File: src/hdl/assert_macros.svh
// Concurrent assertion helpers, compiled out for synthesis.
`ifndef ASSERT_MACROS_SVH
`define ASSERT_MACROS_SVH

`ifndef SYNTHESIS

`define ASSERT_CLK(lbl, clk, rst_n, prop, msg) \
  lbl: assert property (@(posedge clk) disable iff (!rst_n) (prop)) else $error(msg);

`define ASSERT_NEVER(lbl, clk, rst_n, prop, msg) \
  lbl: assert property (@(posedge clk) disable iff (!rst_n) !(prop)) else $error(msg);

`else

`define ASSERT_CLK(lbl, clk, rst_n, prop, msg)

`define ASSERT_NEVER(lbl, clk, rst_n, prop, msg)

`endif

`endif

File: src/hdl/cpet_pkg.sv
`default_nettype none

package cpet_pkg;

  localparam int ID_W   = 6;
  localparam int SIZE_W = 16;
  localparam int HALF_W = 22;
  localparam int RAD_W  = HALF_W + 1;
  localparam int SQ_W   = 2 * RAD_W;
  localparam int EV_W   = 2;

  typedef enum logic [EV_W-1:0] {
    EV_NONE  = 2'd0,
    EV_ENTER = 2'd1,
    EV_STAY  = 2'd2,
    EV_EXIT  = 2'd3
  } contact_event_e;

  typedef enum logic {
    SHAPE_RECT   = 1'b0,
    SHAPE_CIRCLE = 1'b1
  } shape_e;

  typedef struct packed {
    logic load;
    logic mul;
    logic finish;
  } cpet_cmd_t;

  function automatic logic [HALF_W-1:0] half_size(input logic [SIZE_W-1:0] size);
    half_size = HALF_W'(size) * HALF_W'(50);
  endfunction

endpackage

`default_nettype wire

File: src/hdl/cpet_ctrl.sv
`default_nettype none

`include "assert_macros.svh"

module cpet_ctrl
  import cpet_pkg::*;
(
  input  wire logic clk_i,
  input  wire logic rst_ni,
  input  wire logic s_tvalid_i,
  output logic      s_tready_o,
  output logic      m_tvalid_o,
  input  wire logic m_tready_i,
  output cpet_cmd_t cmd_o
);

  typedef enum logic [2:0] {
    S_IDLE = 3'b001,
    S_MUL  = 3'b010,
    S_DONE = 3'b100
  } state_e;

  state_e state_q, state_d;
  logic   m_valid_q, m_valid_d;
  logic   out_free;

  assign out_free = !m_valid_q || m_tready_i;

  always_comb begin
    state_d      = state_q;
    cmd_o        = '0;
    s_tready_o   = 1'b0;
    m_valid_d    = m_valid_q && !m_tready_i;
    case (state_q)
      S_IDLE: begin
        s_tready_o = 1'b1;
        if (s_tvalid_i) begin
          cmd_o.load = 1'b1;
          state_d    = S_MUL;
        end
      end
      S_MUL: begin
        cmd_o.mul = 1'b1;
        state_d   = S_DONE;
      end
      S_DONE: begin
        // hold until the output register can take the word
        if (out_free) begin
          cmd_o.finish = 1'b1;
          m_valid_d    = 1'b1;
          state_d      = S_IDLE;
        end
      end
      default: begin
        state_d = S_IDLE;
      end
    endcase
  end

  always_ff @(posedge clk_i or negedge rst_ni) begin
    if (!rst_ni) begin
      state_q   <= S_IDLE;
      m_valid_q <= 1'b0;
    end else begin
      state_q   <= state_d;
      m_valid_q <= m_valid_d;
    end
  end

  assign m_tvalid_o = m_valid_q;

  `ASSERT_CLK(a_load_then_mul, clk_i, rst_ni, cmd_o.load |=> cmd_o.mul, "load not followed by multiply")
  `ASSERT_CLK(a_mul_then_done, clk_i, rst_ni, cmd_o.mul |=> (state_q == S_DONE), "multiply not followed by done")
  `ASSERT_CLK(a_finish_valid, clk_i, rst_ni, cmd_o.finish |=> m_valid_q, "finished word not presented")
  `ASSERT_NEVER(a_no_overwrite, clk_i, rst_ni, cmd_o.finish && m_valid_q && !m_tready_i, "pending word overwritten")

endmodule

`default_nettype wire

File: config.mk
export PLATFORM = sky130hd
export DESIGN_NAME = cpet_ctrl
export DESIGN_NICKNAME = d
export VERILOG_FILES = /design/src/hdl/cpet_pkg.sv /design/src/hdl/cpet_ctrl.sv
export VERILOG_INCLUDE_DIRS = /design/src /design/src/hdl
export SDC_FILE = /design/constraint.sdc
export NUM_CORES = 1
export LEC_CHECK = 0
export BUFFER_PORTS_ARGS = -buffer_cell sky130_fd_sc_hd__buf_4
export CAP_MARGIN = 10
export CORE_AREA = 2 2 39 41
export CTS_BUF_LIST = sky130_fd_sc_hd__clkbuf_8 sky130_fd_sc_hd__clkbuf_16
export DETAILED_ROUTE_END_ITERATION = 8
export DIE_AREA = 0 0 41 43
export GPL_TIMING_DRIVEN = 0
export PLACE_DENSITY = 0.44
export RECOVER_POWER = 50
export SYNTH_ARGS = -nofsm -noshare
export SYNTH_HDL_FRONTEND = slang
export SYNTH_SLANG_ARGS = --single-unit
File: constraint.sdc
create_clock -name clk_i -period 1.4 [get_ports clk_i]
set_clock_uncertainty 0.1 [all_clocks]
set_input_delay 0.14 -clock clk_i [delete_from_list [all_inputs] [get_ports clk_i]]
set_output_delay 0.14 -clock clk_i [all_outputs]
set_load 0.01 [all_outputs]
==> impl_metrics.toml, run 1 <==
[run_status]
status = "complete, but fails checks"
failed_checks = "negative setup slack"

[clock_tree]
numCtsBuffers = 3
cts_buffer_depth = 2
cts_sinks = 4
clkTransAtPathRegs_ps = 40
cts_max_level = 1
cts_tree = "yes"
clk_latency_ps = 220
clockRootBuffer = "clkbuf_8"

[critical_path]
critical-path-max-stage-delay_ps = 410
cpMaxStageDelayCell = "or3b_4"
start_kind = "flip-flop"
crit_chain = "or3b_4 -> a21oi_2 -> buf_4"
path_max_fanout = 4
path_class = "reg -> out"
crit_arrival_ps = 1240
endpoint_kind = "primary output"
required_ps = 1160

[final_layout]
final_cell_mix = "buf_4 (11), inv_1 (3), and4bb_2 (3), clkbuf_8 (3), dfrtp_1 (3)"
fin_nets = 40
drive_gt1_share_pct = 68.57
final_common_cell = "buf_4"
stdcell_count = 51
antenna_cells = 0
area_delta_synth_final_pct = 72.88
nFillCells = 145
fin_util_pct = 27.67

[worst_hold_path]
worst_hold_path_type = "in -> reg"

[floorplanning]
placementRows = 14
die_h_microns = 43
die_area_sq_um = 1763
start_util_pct = 16.00
die_w_microns = 41
core-area_sq_um = 1384
io_pins = 9

[power_and_ir_drop]
power.density_nw_per_um2 = 1951
p_comb_share_pct = 39.3
ir_worst_vdd_v = 0.0008981
power.share.clock_pct = 33.3
p_int_mw = 0.5283
netSwitchingFraction_pct = 29.27
leakagePower_nw = 0.1834
pwr-share-seq_pct = 27.4
power_mw = 0.7469
p_switching_mw = 0.2186

[synthesis]
synthesis.area_sq_um = 221.5
ys_types = 13
synthCells = 19
ys_warn_count = 0
postSynthAreaPerCell_sq_um = 11.66
yosysSeqAreaShare_pct = 45.76
synthesis.nets = 23
ys_seq_elements = 4

[timing]
tns_ps = -167.1
timing.fmax_mhz = 674.9
min_period_ps = 1482
setup_viol = 3
hold_ws_ps = 38.35
slew_headroom_pct = 78.69
rsz0062_at_grt = "yes"
hold_violations = 0
final.setup.worst_slack_ps = -81.63
timing_worst_slew_pin_value_ps = 318.9
slew_violations = 0
fin_crit_sh_pct = 105.8

[grt]
grt_max_degree = 6
track_usage_pct = 8.375
grt_pass1_vias = 227
antenna_found_initial = 0
gr-total-overflow = 0
grt_pass1_wl_microns = 897

[job]
maxCapViolations = 0

[placement]
io_buffer_count = 8
dp_hpwl_microns = 374.5
place_inst = 43
finalWeightedCongestion = 0.5883

[route]
drcViolationCount = 0
vias = 203
vias_per_cell = 3.980
dr.first_iter.drc_count = 2
finalWirelength_microns = 529
drtAntennaViolNets = 0
wl_per_cell_microns = 10.37
drt_first_pass_iters = 2
[cell type report]
cell class | count | area [sq um] | area share (%)
buffer | 1 | 7.507 | 1.961
clock buffer | 3 | 41.29 | 10.78
clock inverter | 1 | 3.754 | 0.9804
inverter | 3 | 11.26 | 2.941
multi-input combinational | 11 | 108.9 | 28.43
sequential | 4 | 101.3 | 26.47
tap | 16 | 20.02 | 5.229
timing repair buffer | 12 | 88.84 | 23.20
[path summary, 6_finish.rpt]
kind / from / to / slack (ps) / cells after the start
worst max register to register: state_q[2] / state_q[0] / 190 / 3
worst max-delay path: state_q[2] / cmd_o[0] / -80 / 3
worst min-delay path: m_tready_i / m_tvalid_o / 40 / 2
min in group asynchronous: rst_ni / state_q[2] / 190 / 2
worst min register to register: state_q[0] / state_q[0] / 430 / 2
max in group asynchronous: rst_ni / state_q[0] / 760 / 2
[power groups by stage]
stage,clock network [mW],registers [mW],logic (mW)
after floorplan,0,0.199,0.140
after global placement,0,0.208,0.228
after detailed placement,0,0.212,0.230
after CTS,0.258,0.205,0.300
after global routing,0.271,0.215,0.321
final,0.249,0.205,0.294
[cell usage after synthesis]
cell type,number,area share [%]
inv_1,3,5.1
or3b_1,1,4.0
nor3b_1,1,3.4
buf_4,1,3.4
dfstp_2,1,12
nor3_1,1,2.3
o21a_1,1,3.4
o21ai_0,1,2.3
and4bb_2,3,17
a21oi_2,1,4.0
a211oi_2,1,5.6
dfrtp_1,3,34
and2b_2,1,4.0
[critical path: cells and delay by family, from the launching register on]
kind / cells / cell delay [ps]
compound gates: 1 / 110
buf+inv: 1 / 130
flops: 1 / 380
simple gates: 1 / 410
[registers in the layout, indices dropped and copies added (netlist names)]
signal	flops
state_q	3
m_tvalid_o	1
[metrics by stage]
| stage | setup slack (ps) | instance area (sq um) |
|---|---|---|
| floorplan | 239.0 | 221.5 |
| global placement | 132.9 | 301.5 |
| detailed placement | 92.27 | 301.5 |
| CTS | -86.95 | 386.6 |
| global route | -153.5 | 382.9 |
| finish | -81.63 | 382.9 |
[metal layers]
| layer | part of all wire [%] | global-route usage, % |
|---|---|---|
| met3 | 12 | 6.806 |
| met5 | 0 | 0 |
| met1 | 43 | 9.804 |
| met2 | 45 | 9.688 |
| met4 | 0 | 6.000 |
[logic make-up after synthesis]
group	Yosys count	share of synthesized area, %
AND/OR/NAND/NOR	7	30.51
flip-flops	4	45.76
AO/OA/AOI/OAI	4	15.25
buffers and inverters	4	8.475
[timing repair]
action                     in CTS  in global routing
gates resized for setup         3                  0
pin swaps                       1                  1
hold endpoints to repair        4                  0
cloned                          0                  0
setup buffers                   3                  0
hold buffers                    1                  0
setup endpoints to repair       3                  4
(Power assumes the default switching activity.)
==> inputs of run 2 (changes only) <==
==> constraint.sdc (replaced) <==
create_clock -name clk_i -period 1.6 [get_ports clk_i]
set_clock_uncertainty 0.1 [all_clocks]
set_input_delay 0.16 -clock clk_i [delete_from_list [all_inputs] [get_ports clk_i]]
set_output_delay 0.16 -clock clk_i [all_outputs]
set_load 0.01 [all_outputs]
==> impl_metrics.toml, run 2 (synthesized netlist as in run 1, its figures left out) <==
[placement]
dp_hpwl_microns = 374.5
finalWeightedCongestion = 0.5883
io_buffer_count = 8
place_inst = 43

[critical_path]
required_ps = 1340
path_class = "reg -> out"
critPathLaunch = "state_q[1]"
crit_chain = "or3b_4 -> a21oi_2 -> buf_4"
cp.buffers_inverters = 1
path_max_fanout = 7
endpoint_kind = "primary output"
start_kind = "flip-flop"
reg2reg_from = "state_q[2]"
critical-path-max-stage-delay_ps = 420
reg2reg_depth = 2
reg2reg_to = "state_q[0]"
crit_arrival_ps = 1270
rrSetupSlack_ps = 490
critical-path-top-delay-family = "flip-flops"
cpMaxStageDelayCell = "dfrtp_1"

[floorplanning]
core-area_sq_um = 1384
placementRows = 14
start_util_pct = 16.00
io_pins = 9
die_w_microns = 41
die_h_microns = 43
die_area_sq_um = 1763

[clock_tree]
clkTransAtPathRegs_ps = 30
cts_tree = "yes"
cts_buffer_depth = 2
cts_max_level = 1
cts_setup_buffers = 0
numCtsBuffers = 3
cts_sinks = 4
clk_latency_ps = 220
clockRootBuffer = "clkbuf_8"

[grt]
gr-total-overflow = 0
antenna_found_initial = 0
grt_pass1_vias = 189
grt_pass1_wl_microns = 772
track_usage_pct = 7.568
grt_max_degree = 8

[final_layout]
stdcell_count = 48
largest_reg_flops = 3
antenna_cells = 0
final_cell_mix = "buf_4 (7), inv_1 (4), and4bb_2 (3), clkbuf_8 (3)"
seqCellArea_sq_um = 102.6
nFillCells = 144
area_delta_synth_final_pct = 61.58
drive_gt1_share_pct = 59.38
final_common_cell = "buf_4"
multiInputGateArea_sq_um = 108.9
top_register = "state_q"
fin_nets = 37

[power_and_ir_drop]
power.density_nw_per_um2 = 1685
power.share.clock_pct = 35.9
ir_worst_vdd_v = 0.0007664
p_comb_share_pct = 33.4
pwr-share-seq_pct = 30.7
p_switching_mw = 0.1771
p_int_mw = 0.4259
netSwitchingFraction_pct = 29.37
leakagePower_nw = 0.1623

[route]
drt_first_pass_iters = 2
wl_per_cell_microns = 10.29
finalWirelength_microns = 494
dr.first_iter.drc_count = 2
drcViolationCount = 0
vias_per_cell = 3.896
drtAntennaViolNets = 0
vias = 187

[timing]
rsz0062_at_grt = "no"
slew_violations = 0
tns_ps = 0
timing_worst_slew_pin_value_ps = 209.7
min_period_ps = 1528
slew_headroom_pct = 86.02
timing.fmax_mhz = 654.7
fin_crit_sh_pct = 95.47
setup_viol = 0
hold_violations = 0

[worst_hold_path]
hold_start = "m_tready_i"
hold_end = "m_tvalid_o"
worst_hold_path_type = "in -> reg"
holdPathStages = 2

[run_status]
status = "complete, no violations"

[job]
maxCapViolations = 0
## run 2: power by group through the flow
stage / clock network, mW / logic (mW) / registers (mW)
floorplan: 0 / 0.123 / 0.174
global placement: 0 / 0.200 / 0.182
detailed placement: 0 / 0.201 / 0.185
CTS: 0.226 / 0.205 / 0.185
global route: 0.237 / 0.218 / 0.196
finish: 0.217 / 0.201 / 0.185
## run 2: worst max-delay path by stage
stage	cells after the start	slack [ps]	endpoint
after floorplan	2	420	cmd_o[0]
after global placement	3	310	cmd_o[0]
after detailed placement	3	270	cmd_o[0]
after CTS	3	30	cmd_o[0]
after global routing	3	20	cmd_o[0]
final	3	70	cmd_o[0]
## run 2: layout make-up
class	count	area share, %
well taps	16	5.594
clock inverters	1	1.049
repair buffers	9	17.48
clock buffers	3	11.54
plain buffers	1	2.098
flip-flops and latches	4	28.67
multi-input cells	11	30.42
inverters	3	3.147
## run 2: repair_timing
item	in CTS	in global routing
hold endpoints to repair	4	0
resized for setup	0	3
hold buffers	1	0
endpoints found under the setup margin	0	2
## run 2: layer usage
layer,vias up,wire length (microns),global-route usage (%)
li1,93,-,-
met3,0,66,6.806
met2,11,212,7.813
met1,83,214,9.150
met5,-,0,0
met4,0,0,6.000
## run 2: per-stage QoR
step	cell area, sq um	setup WS, ps	power [mW]	hold slack [ps]	utilization (%)
floorplan	221.5	419.0	0.2970	-235.6	-
global placement	301.5	312.9	0.3812	-141.9	21.79
detailed placement	301.5	272.3	0.3867	-141.7	21.79
CTS	356.6	31.55	0.6153	54.50	25.77
global route	357.8	15.69	0.6503	83.58	25.86
finish	357.8	72.50	0.6030	57.20	25.86
